--- src/hdl/rnup_pkg.sv ---
// shared types, codes and constants for the radio node upload protocol block
package rnup_pkg;

  localparam int unsigned CHUNK_MAX = 255;

  localparam int unsigned IN_TDATA_W  = 48;
  localparam int unsigned IN_TUSER_W  = 2;
  localparam int unsigned OUT_TDATA_W = 56;

  typedef enum logic [3:0] {
    ST_STARTING    = 4'd0,
    ST_IDLE        = 4'd1,
    ST_SLEEPING    = 4'd2,
    ST_LISTEN      = 4'd3,
    ST_PING        = 4'd4,
    ST_WAIT_PONG   = 4'd5,
    ST_PREPARE     = 4'd6,
    ST_WAIT_READY  = 4'd7,
    ST_READ        = 4'd8,
    ST_SEND_DATA   = 4'd9,
    ST_WAIT_MORE   = 4'd10,
    ST_SEND_CLOSE  = 4'd11,
    ST_WAIT_CLOSED = 4'd12,
    ST_FAILURE     = 4'd13
  } proto_state_t;

  typedef enum logic [1:0] {
    OP_TICK   = 2'd0,
    OP_PACKET = 2'd1,
    OP_SEND   = 2'd2,
    OP_UNUSED = 2'd3
  } opcode_t;

  localparam logic [2:0] KIND_PING    = 3'd0;
  localparam logic [2:0] KIND_PONG    = 3'd1;
  localparam logic [2:0] KIND_PREPARE = 3'd2;
  localparam logic [2:0] KIND_ACK     = 3'd3;
  localparam logic [2:0] KIND_DATA    = 3'd4;

  localparam logic [1:0] MODE_NONE  = 2'd0;
  localparam logic [1:0] MODE_IDLE  = 2'd1;
  localparam logic [1:0] MODE_RX    = 2'd2;
  localparam logic [1:0] MODE_SLEEP = 2'd3;

  localparam logic [1:0] REG_NODE_ID        = 2'd0;
  localparam logic [1:0] REG_LISTEN_WINDOW  = 2'd1;
  localparam logic [1:0] REG_RECEIVE_WINDOW = 2'd2;
  localparam logic [1:0] REG_RETRY_LIMIT    = 2'd3;

  typedef struct packed {
    logic [15:0] node_id;
    logic [15:0] listen_window;
    logic [15:0] receive_window;
    logic [3:0]  retry_limit;
  } cfg_t;

  typedef struct packed {
    opcode_t            opcode;
    logic               packet_ok;
    logic [2:0]         packet_kind;
    logic [15:0]        packet_node;
    logic signed [8:0]  read_result;
    logic [15:0]        idle_delay;
    logic               radio_in_tx;
  } item_t;

  typedef struct packed {
    proto_state_t proto;
    logic [15:0]  ticks_in_state;
    logic [15:0]  idle_countdown;
    logic [3:0]   retry_count;
    logic [31:0]  sequence_reg;
    logic [7:0]   chunk_length;
    logic         reader_open;
  } ctx_t;

  typedef struct packed {
    logic [3:0]  proto_state;
    logic        send_valid;
    logic [2:0]  send_kind;
    logic [7:0]  send_length;
    logic [1:0]  radio_mode;
    logic        reopen_reader;
    logic        read_request;
    logic [31:0] sequence_number;
  } result_t;

endpackage

--- src/hdl/rnup_in_reg.sv ---
// input register stage holding one event item
module rnup_in_reg import rnup_pkg::*; (
  input  logic                  clk,
  input  logic                  rst,
  input  logic                  s_tvalid,
  output logic                  s_tready,
  input  logic [IN_TDATA_W-1:0] s_tdata,
  input  logic [IN_TUSER_W-1:0] s_tuser,
  input  logic                  take,
  output logic                  valid,
  output item_t                 item
);

  assign s_tready = !valid || take;

  always_ff @(posedge clk) begin
    if (rst) begin
      valid <= 1'b0;
    end else if (s_tready) begin
      valid <= s_tvalid;
    end
  end

  always_ff @(posedge clk) begin
    if (s_tvalid && s_tready) begin
      item.opcode      <= opcode_t'(s_tuser);
      item.packet_ok   <= s_tdata[0];
      item.packet_kind <= s_tdata[3:1];
      item.packet_node <= s_tdata[19:4];
      item.read_result <= s_tdata[28:20];
      item.idle_delay  <= s_tdata[44:29];
      item.radio_in_tx <= s_tdata[45];
    end
  end

endmodule

--- src/hdl/rnup_step.sv ---
// next protocol context and result for one event
module rnup_step import rnup_pkg::*; (
  input  cfg_t    cfg,
  input  ctx_t    ctx,
  input  item_t   item,
  output ctx_t    ctx_next,
  output result_t res
);

  logic [15:0] ticks_inc;
  logic [15:0] idle_dec;
  logic        traffic;
  logic        rx_timeout;
  logic        can_retry;
  logic [7:0]  read_len;

  assign ticks_inc  = (ctx.ticks_in_state != 16'hFFFF) ? ctx.ticks_in_state + 16'd1
                                                       : ctx.ticks_in_state;
  assign idle_dec   = (ctx.idle_countdown != 16'd0) ? ctx.idle_countdown - 16'd1 : 16'd0;
  assign traffic    = (item.packet_kind != KIND_ACK) && (item.packet_node != cfg.node_id);
  assign rx_timeout = ticks_inc >= cfg.receive_window;
  assign can_retry  = ctx.retry_count < cfg.retry_limit;
  // saturate chunk length to the largest chunk
  assign read_len   = ({1'b0, item.read_result[7:0]} > 9'(CHUNK_MAX)) ? 8'(CHUNK_MAX)
                                                                   : item.read_result[7:0];

  always_comb begin
    ctx_next = ctx;
    res      = '0;

    unique case (item.opcode)
      OP_TICK: begin
        ctx_next.ticks_in_state = ticks_inc;
        unique case (ctx.proto)
          ST_STARTING: begin
            ctx_next.retry_count    = 4'd0;
            ctx_next.proto          = ST_SLEEPING;
            ctx_next.ticks_in_state = 16'd0;
          end
          ST_IDLE: begin
            res.radio_mode          = MODE_IDLE;
            ctx_next.idle_countdown = idle_dec;
            if (idle_dec == 16'd0) begin
              ctx_next.proto          = ST_LISTEN;
              ctx_next.ticks_in_state = 16'd0;
            end
          end
          ST_SLEEPING: begin
            res.radio_mode = MODE_SLEEP;
          end
          ST_LISTEN: begin
            ctx_next.retry_count = 4'd0;
            res.radio_mode       = MODE_RX;
            if (ticks_inc >= cfg.listen_window) begin
              ctx_next.proto          = ST_PING;
              ctx_next.ticks_in_state = 16'd0;
            end
          end
          ST_PING: begin
            res.send_valid          = 1'b1;
            res.send_kind           = KIND_PING;
            ctx_next.proto          = ST_WAIT_PONG;
            ctx_next.ticks_in_state = 16'd0;
          end
          ST_WAIT_PONG: begin
            if (!item.radio_in_tx) begin
              res.radio_mode = MODE_RX;
            end
            if (rx_timeout) begin
              ctx_next.proto          = ST_LISTEN;
              ctx_next.ticks_in_state = 16'd0;
            end
          end
          ST_PREPARE: begin
            res.reopen_reader       = 1'b1;
            ctx_next.reader_open    = 1'b1;
            res.send_valid          = 1'b1;
            res.send_kind           = KIND_PREPARE;
            ctx_next.proto          = ST_WAIT_READY;
            ctx_next.ticks_in_state = 16'd0;
          end
          ST_WAIT_READY, ST_WAIT_MORE, ST_WAIT_CLOSED: begin
            if (!item.radio_in_tx) begin
              res.radio_mode = MODE_RX;
            end
            if (rx_timeout) begin
              ctx_next.ticks_in_state = 16'd0;
              if (can_retry) begin
                ctx_next.retry_count = ctx.retry_count + 4'd1;
                // resend whatever this window was waiting on
                unique case (ctx.proto)
                  ST_WAIT_READY: ctx_next.proto = ST_PREPARE;
                  ST_WAIT_MORE:  ctx_next.proto = ST_SEND_DATA;
                  default:       ctx_next.proto = ST_SEND_CLOSE;
                endcase
              end else begin
                ctx_next.proto = ST_FAILURE;
              end
            end
          end
          ST_READ: begin
            if (item.read_result[8]) begin
              ctx_next.proto          = ST_SEND_CLOSE;
              ctx_next.ticks_in_state = 16'd0;
            end else if (item.read_result[7:0] != 8'd0) begin
              ctx_next.chunk_length   = read_len;
              ctx_next.proto          = ST_SEND_DATA;
              ctx_next.ticks_in_state = 16'd0;
            end else begin
              res.read_request = 1'b1;
            end
          end
          ST_SEND_DATA: begin
            res.send_valid          = 1'b1;
            res.send_kind           = KIND_DATA;
            res.send_length         = ctx.chunk_length;
            ctx_next.proto          = ST_WAIT_MORE;
            ctx_next.ticks_in_state = 16'd0;
          end
          ST_SEND_CLOSE: begin
            res.send_valid          = 1'b1;
            res.send_kind           = KIND_DATA;
            ctx_next.proto          = ST_WAIT_CLOSED;
            ctx_next.ticks_in_state = 16'd0;
          end
          default: begin
          end
        endcase
      end
      OP_PACKET: begin
        if (item.packet_ok) begin
          unique case (ctx.proto)
            ST_LISTEN: begin
              if (traffic) begin
                ctx_next.proto          = ST_SLEEPING;
                ctx_next.ticks_in_state = 16'd0;
              end
            end
            ST_WAIT_PONG: begin
              if (item.packet_kind == KIND_PONG) begin
                ctx_next.retry_count    = 4'd0;
                ctx_next.proto          = ST_PREPARE;
                ctx_next.ticks_in_state = 16'd0;
              end
            end
            ST_WAIT_READY: begin
              if (item.packet_kind == KIND_ACK) begin
                ctx_next.sequence_reg   = 32'd1;
                ctx_next.retry_count    = 4'd0;
                ctx_next.proto          = ST_READ;
                ctx_next.ticks_in_state = 16'd0;
                res.read_request        = 1'b1;
              end
            end
            ST_WAIT_MORE: begin
              if (item.packet_kind == KIND_ACK) begin
                ctx_next.sequence_reg   = ctx.sequence_reg + 32'd1;
                ctx_next.retry_count    = 4'd0;
                ctx_next.proto          = ST_READ;
                ctx_next.ticks_in_state = 16'd0;
                res.read_request        = 1'b1;
              end
            end
            ST_WAIT_CLOSED: begin
              if (item.packet_kind == KIND_ACK) begin
                ctx_next.sequence_reg   = ctx.sequence_reg + 32'd1;
                ctx_next.retry_count    = 4'd0;
                ctx_next.proto          = ST_SLEEPING;
                ctx_next.ticks_in_state = 16'd0;
              end
            end
            default: begin
            end
          endcase
        end
      end
      OP_SEND: begin
        ctx_next.proto          = ST_IDLE;
        ctx_next.ticks_in_state = 16'd0;
        ctx_next.idle_countdown = item.idle_delay;
      end
      default: begin
      end
    endcase

    res.proto_state     = ctx_next.proto;
    res.sequence_number = ctx_next.sequence_reg;
  end

endmodule

--- src/hdl/rnup_out_reg.sv ---
// result register toward the output stream
module rnup_out_reg import rnup_pkg::*; (
  input  logic                   clk,
  input  logic                   rst,
  input  logic                   load,
  input  result_t                res,
  output logic                   can_load,
  output logic                   m_tvalid,
  input  logic                   m_tready,
  output logic [OUT_TDATA_W-1:0] m_tdata,
  output result_t                held
);

  assign can_load = !m_tvalid || m_tready;

  always_ff @(posedge clk) begin
    if (rst) begin
      m_tvalid <= 1'b0;
    end else if (can_load) begin
      m_tvalid <= load;
    end
  end

  always_ff @(posedge clk) begin
    if (load) begin
      held <= res;
    end
  end

  assign m_tdata = {4'd0, held.sequence_number, held.read_request, held.reopen_reader,
                    held.radio_mode, held.send_length, held.send_kind, held.send_valid,
                    held.proto_state};

endmodule

--- src/hdl/radio_node_upload_protocol_top.sv ---
// top level of the radio node upload protocol block
//
// node side of a radio upload exchange: each input item is one event (tick,
// received packet or send request) and produces exactly one result item with
// the protocol state after the event, the packet to transmit if any, the radio
// command, reader pulses and the acknowledged sequence number. an item is held in
// the input register until the event logic updates the protocol context and
// loads the result register in the same cycle, so the block takes one item per
// clock as long as the output side keeps taking results; each result is held
// in the result register and presented until it is taken. the input register
// refills in the cycle the result register loads, so a stalled output holds
// back at most one item. configuration registers are written through a plain
// write port; the user must write them only while no item is in flight, the
// block itself does not enforce this.
module radio_node_upload_protocol_top import rnup_pkg::*; (
  input  logic                   clk,
  input  logic                   rst,
  // config write port
  input  logic                   cfg_we,
  input  logic [1:0]             cfg_index,
  input  logic [15:0]            cfg_data,
  // event items
  input  logic                   s_tvalid,
  output logic                   s_tready,
  // packet_ok, packet_kind[3:1], packet_node[19:4], read_result[28:20],
  // idle_delay[44:29], radio_in_tx[45], zero fill
  input  logic [IN_TDATA_W-1:0]  s_tdata,
  // opcode
  input  logic [IN_TUSER_W-1:0]  s_tuser,
  // result items
  output logic                   m_tvalid,
  input  logic                   m_tready,
  // proto_state[3:0], send_valid[4], send_kind[7:5], send_length[15:8],
  // radio_mode[17:16], reopen_reader[18], read_request[19],
  // sequence_number[51:20], zero fill
  output logic [OUT_TDATA_W-1:0] m_tdata
);

  cfg_t    cfg;
  ctx_t    ctx;
  ctx_t    ctx_next;
  item_t   item;
  result_t res;
  result_t held;
  logic    in_valid;
  logic    can_load;
  logic    fire;

  // configuration registers
  always_ff @(posedge clk) begin
    if (rst) begin
      cfg.node_id        <= 16'd0;
      cfg.listen_window  <= 16'd100;
      cfg.receive_window <= 16'd100;
      cfg.retry_limit    <= 4'd3;
    end else if (cfg_we) begin
      unique case (cfg_index)
        REG_NODE_ID:        cfg.node_id        <= cfg_data;
        REG_LISTEN_WINDOW:  cfg.listen_window  <= cfg_data;
        REG_RECEIVE_WINDOW: cfg.receive_window <= cfg_data;
        REG_RETRY_LIMIT:    cfg.retry_limit    <= cfg_data[3:0];
        default: begin
        end
      endcase
    end
  end

  rnup_in_reg u_in (
    .clk      (clk),
    .rst      (rst),
    .s_tvalid (s_tvalid),
    .s_tready (s_tready),
    .s_tdata  (s_tdata),
    .s_tuser  (s_tuser),
    .take     (fire),
    .valid    (in_valid),
    .item     (item)
  );

  // an event is processed when the result register has room
  assign fire = in_valid && can_load;

  rnup_step u_step (
    .cfg      (cfg),
    .ctx      (ctx),
    .item     (item),
    .ctx_next (ctx_next),
    .res      (res)
  );

  // protocol context, advanced once per processed event
  always_ff @(posedge clk) begin
    if (rst) begin
      ctx.proto          <= ST_STARTING;
      ctx.ticks_in_state <= 16'd0;
      ctx.idle_countdown <= 16'd0;
      ctx.retry_count    <= 4'd0;
      ctx.sequence_reg   <= 32'd0;
      ctx.chunk_length   <= 8'd0;
      ctx.reader_open    <= 1'b0;
    end else if (fire) begin
      ctx <= ctx_next;
    end
  end

  rnup_out_reg u_out (
    .clk      (clk),
    .rst      (rst),
    .load     (fire),
    .res      (res),
    .can_load (can_load),
    .m_tvalid (m_tvalid),
    .m_tready (m_tready),
    .m_tdata  (m_tdata),
    .held     (held)
  );

  // a packet only goes out on the way into a waiting window
  a_send_enters_wait: assert property (@(posedge clk) disable iff (rst)
    m_tvalid && held.send_valid |->
      held.proto_state == ST_WAIT_PONG || held.proto_state == ST_WAIT_READY ||
      held.proto_state == ST_WAIT_MORE || held.proto_state == ST_WAIT_CLOSED)
    else $error("packet sent without entering a waiting state");

  // reopening the reader goes with the prepare packet
  a_reopen_with_prepare: assert property (@(posedge clk) disable iff (rst)
    m_tvalid && held.reopen_reader |-> held.send_valid && held.send_kind == KIND_PREPARE)
    else $error("reader reopened without a prepare packet");

  // the sequence counter moves only when an event is processed
  a_seq_only_on_fire: assert property (@(posedge clk) disable iff (rst)
    !fire |=> $stable(ctx.sequence_reg))
    else $error("sequence counter changed without an event");

  // a read request never leaves the state machine outside the read step
  a_read_req_state: assert property (@(posedge clk) disable iff (rst)
    m_tvalid && held.read_request |-> held.proto_state == ST_READ)
    else $error("read requested outside the read state");

endmodule
--- config.mk ---
export PLATFORM = sky130hd
export DESIGN_NAME = radio_node_upload_protocol_top
export DESIGN_NICKNAME = d
export VERILOG_FILES = /design/src/hdl/rnup_pkg.sv /design/src/hdl/rnup_in_reg.sv /design/src/hdl/rnup_step.sv /design/src/hdl/rnup_out_reg.sv /design/src/hdl/radio_node_upload_protocol_top.sv
export SDC_FILE = /design/constraint.sdc
export NUM_CORES = 1
export LEC_CHECK = 0
export BUFFER_PORTS_ARGS = -buffer_cell sky130_fd_sc_hd__buf_2
export CORE_MARGIN = 2
export CORE_UTILIZATION = 59
export DETAILED_ROUTE_END_ITERATION = 12
export PLACE_DENSITY_LB_ADDON = 0.2
export SETUP_SLACK_MARGIN = 0.2
export SYNTH_ARGS = -nofsm -noshare
export SYNTH_HDL_FRONTEND = slang
export SYNTH_SLANG_ARGS = --single-unit
--- constraint.sdc ---
create_clock -name clk -period 4.7 [get_ports clk]
set_input_delay 0.705 -clock clk [delete_from_list [all_inputs] [get_ports clk]]
set_output_delay 0.705 -clock clk [all_outputs]
set_load 0.01 [all_outputs]
After elaboration in Yosys (flattened, before gate mapping)
Cells that the tools add are included.
{"block": "totals", "reg_bits": 234, "output_inout_bits": 58, "wordCells": 143}
{"block": "op_classes", "addsub": 4, "magnitude_cmp": 3, "n_eq_ne": 35, "n_mux": 42, "bitwise_logic": 1, "reduce_logical": 31}
{"operator": "two-way mux 20 bit", "n": 11}
{"operator": "one-hot mux 20 bit (10 select lines)", "n": 1}
{"operator": "two-way mux 36 bit", "n": 3}
{"operator": "one-hot mux 20 bit (4 select lines)", "n": 1}
{"operator": "one-hot mux 32 bit (2 select lines)", "n": 1}
{"operator": "one-hot mux 20 bit (3 select lines)", "n": 1}
{"operator": "two-way mux 16 bit", "n": 3}
{"operator": "adder 32 x 1 -> 32 bit, second input constant", "n": 1}
{"operator": "greater-or-equal comparator 16 bit", "n": 2}
{"operator": "two-way mux 32 bit", "n": 1}
{"operator": "one-hot mux 16 bit (2 select lines)", "n": 1}
{"operator": "!= test 3 x 2 -> 1 bit, second input constant", "n": 9}
{"operator": "one-hot mux 4 bit (2 select lines)", "n": 3}
{"operator": "one-hot mux 4 bit (3 select lines)", "n": 2}
{"operator": "equality test 4 bit, second input constant", "n": 5}
{"operator": "adder 16 x 1 -> 16 bit, second input constant", "n": 1}
{"operator": "equality test 4 x 3 -> 1 bit, second input constant", "n": 4}
{"operator": "logical NOT 16 bit", "n": 1}
{"operator": "two-way mux 4 bit", "n": 4}
{"operator": "!= test 16 bit", "n": 1}
{"operator": "!= test 16 bit, second input constant", "n": 1}
{"operator": "nonzero test 16 bit", "n": 1}
{"operator": "subtractor 16 x 1 -> 16 bit, second input constant", "n": 1}
{"operator": "AND reduction 10 bit", "n": 1}
{"operator": "32 further kinds", "n": 56}

Longest topological paths before layout
{"block": "logic_depth", "ltp_word": 6, "ltp_mapped": 16, "depth_no_buf": 14}

Cells and area by module
From an unflattened synthesis, not the netlist that was laid out.
{"block": "unflattened", "cells_unflattened": 1504, "hier_area_um2": 13783.2}
{"mod": "radio_node_upload_protocol_top", "instances": 1, "cells_per_inst": 566, "area_per_inst_um2": 5545.3, "seq_area_each_um2": 2662.6}
{"mod": "rnup_step", "instances": 1, "cells_per_inst": 772, "area_per_inst_um2": 4709.5, "seq_area_each_um2": 0.0}
{"mod": "rnup_out_reg", "instances": 1, "cells_per_inst": 113, "area_per_inst_um2": 2031.9, "seq_area_each_um2": 1581.5}
{"mod": "rnup_in_reg", "instances": 1, "cells_per_inst": 53, "area_per_inst_um2": 1496.4, "seq_area_each_um2": 1461.4}

Worst setup path before layout
No wires, ideal clock.
{"block": "synth_timing", "path_kind": "reg-to-reg", "start": "register, netlist name ctx[63]", "end": "register, netlist name ctx[70]", "setup_ns": 0.060, "arrival_time_ns": 3.717, "required_time_ns": 4.640, "setup_slack_ns": 0.923, "stages_incl_launch_ff": 14, "n_path_buf": 0, "period_less_slack_ns": 3.777, "cell_sequence": "dfxtp_1 -> and3_1 -> nand4_1 -> nor3_1 -> nor2_1 -> nand3_1 -> xnor2_1 -> ha_1 -> and4_1 -> a221o_1 -> a2111oi_0 -> a211oi_4 -> a2111oi_0 -> a221o_1"}
{"block": "synth_via", "elab_chain_cells": 6, "elab_cells_between_ends": 13, "cone_classes": "add/sub: 1; order compare: 2; eq/ne: 1; mux: 9"}
{"item": "adder 16 x 1 -> 16 bit / != test 16 bit (equally long branches)", "line_no": "rnup_step.sv:17", "rtl": "assign ticks_inc = (ctx.ticks_in_state != 16'hFFFF) ? ctx.ticks_in_state + 16'd1"}
{"item": "two-way mux 16 bit (*)", "line_no": "rnup_step.sv:17"}
{"item": "greater-or-equal comparator 16 bit (tied with other cells)", "line_no": "rnup_step.sv:21", "rtl": "assign rx_timeout = ticks_inc >= cfg.receive_window;"}
{"item": "two-way mux 20 bit, on equally long branches"}
{"item": "one-hot mux 20 bit (10 select lines) (*)", "line_no": "rnup_step.sv:34", "rtl": "unique case (ctx.proto)"}
{"item": "one-hot mux 20 bit (3 select lines) (*)", "line_no": "rnup_step.sv:31", "rtl": "unique case (item.opcode)"}
Every way passes the cells marked *; elsewhere a longest branch is shown, timed or not.
A chain may end at the register's enable or synchronous reset.

==> results.txt <==
Setup CP Type - register to register
metal2 WL - 12,660 um
drt pass-1 iters - 6
post-synthesis cell count - 1,283
H-tree depth - 1
P_leak - 4.912 nW
multi-input logic area - 5560 um2
Rows - 51
R2R Path Start - ctx[68]
fin. max-slew vios - 0
RSZ-0062 raised after global routing - false
GRT Util Overall - 25.42%
CTS tree - done
DRT Wirelength - 26,470 um
fillcell total - 1,532
synth top area cells - edfxtp_1 (25%), dfxtp_1 (23%), nand2_1 (5.9%)
worst-margin pin slew - 1.048 ns
period utilization - 88.13%
Die Y - 144.7 um
met1 wire length - 11,920 um
EDFF count, synth - 98
#FFs+latches synth - 232
crit path from - ctx[68]
Setup Skew - 0.008225 ns
total grt overflow - 0
ANT cells - 0
average cell area after synthesis - 9.109 um2
remaining antenna violation count - 0
status - finished clean
vias in the first global route - 8,759
post-synth top area cell - edfxtp_1
Top cell by count, worst path - o21ai_0
Post-Synthesis Cell Area - 11,690 um2
data required time of the worst path - 4.95 ns
number of I/O pins - 131
largest net degree at the start of global routing - 68
Yosys top cell area share - 25.18%
die width - 144.7 um
min cycle time layout - 4.142 ns
share of layout cells above drive strength 1 - 13.85%
first-pass GRT wire length - 43,250 um
slowest CP cell - a2111oi_0
Via density - 5.808
Achievable Freq - 0.2414 GHz
critical path arrival - 4.39 ns
worst IR drop on VDD - 291.9 uV
initial DRC count - 621
commonest non-fill, non-tap cell in the layout - nand2_1
clock transition at the registers of the reported paths - 0.06 ns
final hold violations - 0
register area - 5625 um2
max-cap viol count - 0
worst-skew pair later-pin latency - 0.52 ns
initial antenna violation count - 0
DP Area - 12,460 um2
post-synth cell types - 73
Fin Setup TNS - 0 ns
top sig layer - met4
post-route DRC violation count - 0
commonest cells after routing, fill and taps aside - nand2_1 (185), dfxtp_1 (134), buf_2 (122), a21oi_1 (114), nor2_1 (113)
GPL Wtd Cong - 0.9038
met3 wire length - 1501 um
post-synthesis sequential area ratio - 48.13%
startpoint types - register
maximum clock insertion buffer count - 3
initial core utilization - 60.05%
crit end category - register
worst hold path class - primary input to register
Pwr Density - 337.6 nW/um2
Final setup viols - 0
utilization after layout - 68.13%
Wirelength per Cell - 15.96 um
hold_buf cts - 0
Detailed Place HPWL - 18,350 um
most used flip-flop cell after synthesis - dfxtp_1
CP top delay family - compound AO/OA/AOI/OAI gates
crit-path max FO - 8
Nets - 1,488
hold wc startpoint - s_tdata[19]
Die Area - 20,950 um2
yosys warns - 0
Post-Layout Inst Area - 13,260 um2
CTS Buf Count - 25
CTS Sinks - 232
Port Buffer Count - 123
critical-path cell list - and3_1, and4_1, nand3_1, nand4_1, xnor2_1, ha_1, a41oi_1, o21ai_0, a221o_1, a2111oi_0, a211oi_1, o21ai_0, a21oi_1
Worst Path Buf+Inv - 0
max incr delay on CP - 0.70 ns
clock root cell - clkbuf_16
async set or reset register ratio after synthesis - 0%
Rel. slew slack - 30.14%
core footprint - 19,460 um2
via count - 9,630
synth-to-layout area growth - 13.45%
routing by layer:
metal,GRT usage [%],vias up
met5,0,-
met4,5.876,0
met3,3.356,34
met2,42.45,283
met1,35.38,4507
li1,-,4806
metrics by stage:
step | setup slack [ns] | std cells | power, mW | hold WS, ns
floorplan | 0.9233 | 1287 | 2.503 | 0.4363
global placement | 0.5204 | 1613 | 2.627 | 0.4430
detailed placement | 0.4475 | 1613 | 2.633 | 0.4498
CTS | 0.3969 | 1658 | 4.508 | 0.3413
global route | 0.2489 | 1658 | 4.639 | 0.3384
finish | 0.5577 | 1658 | 4.476 | 0.3538
sequential cells by signal, summed over array words and instances (netlist names):
signal	count
cfg	52
u_in.valid	1
u_out.held	50
u_in.item	48
ctx	80
u_out.m_tvalid	1
synth_stat cells, types with 18 or more instances:
cell	count
nand4_1	22
o21ai_0	56
nand3_1	31
nor2_1	113
clkbuf_1	63
and2_1	19
inv_1	50
ha_1	40
edfxtp_1	98
or3_1	18
mux2i_1	19
xnor2_1	50
a21oi_1	114
nor3_1	37
nand2_1	185
o211ai_1	22
dfxtp_1	134
where the power goes:
group | switching (mW) | total [mW] | internal [mW]
combinational | 0.248 | 0.387 | 0.139
clock | 0.787 | 1.88 | 1.10
sequential | 0.0367 | 2.21 | 2.17
total | 1.07 | 4.48 | 3.40
layout make-up:
class	count	area share, %
inverter	54	1.529
timing repair buffer	140	5.624
tap	265	2.501
sequential	232	42.43
multi-input combinational	922	41.94
clock inverter	15	0.8115
clock buffer	30	5.171
final timing paths:
| kind | endpoint | slack [ns] | cells past startpoint |
|---|---|---|---|
| hold / removal | u_in.item[41] | 0.35 | 1 |
| setup reg to reg | u_out.held[48] | 0.56 | 13 |
| hold reg to reg | cfg[23] | 0.46 | 2 |
| setup / recovery | u_out.held[48] | 0.56 | 13 |
kinds of logic (layout without fill, tap and decap cells):
| family | after synthesis | count (layout) | share of synthesized area [%] |
|---|---|---|---|
| simple gates | 494 | 494 | 19.87 |
| mux | 19 | 19 | 1.627 |
| fa+ha+maj | 40 | 40 | 4.282 |
| flops | 232 | 232 | 48.13 |
| buf+inv | 133 | 239 | 4.550 |
| xor+xnor | 64 | 64 | 4.796 |
| other cells | 1 | 5 | 0.03209 |
| compound gates | 300 | 300 | 16.71 |
worst register-to-register path: cells and delay by family (launching register included):
kind / cells / cell delay [ns]
fa+ha+maj: 1 / 0.32
simple gates: 4 / 1.05
flops: 1 / 0.44
xor+xnor: 1 / 0.20
compound gates: 7 / 1.87
repair_timing:
item                       CTS  global route
resized for setup            0             2
buffers inserted             0             0
setup endpoints to repair    0            13
No activity file was read; power rests on OpenSTA's default activity.
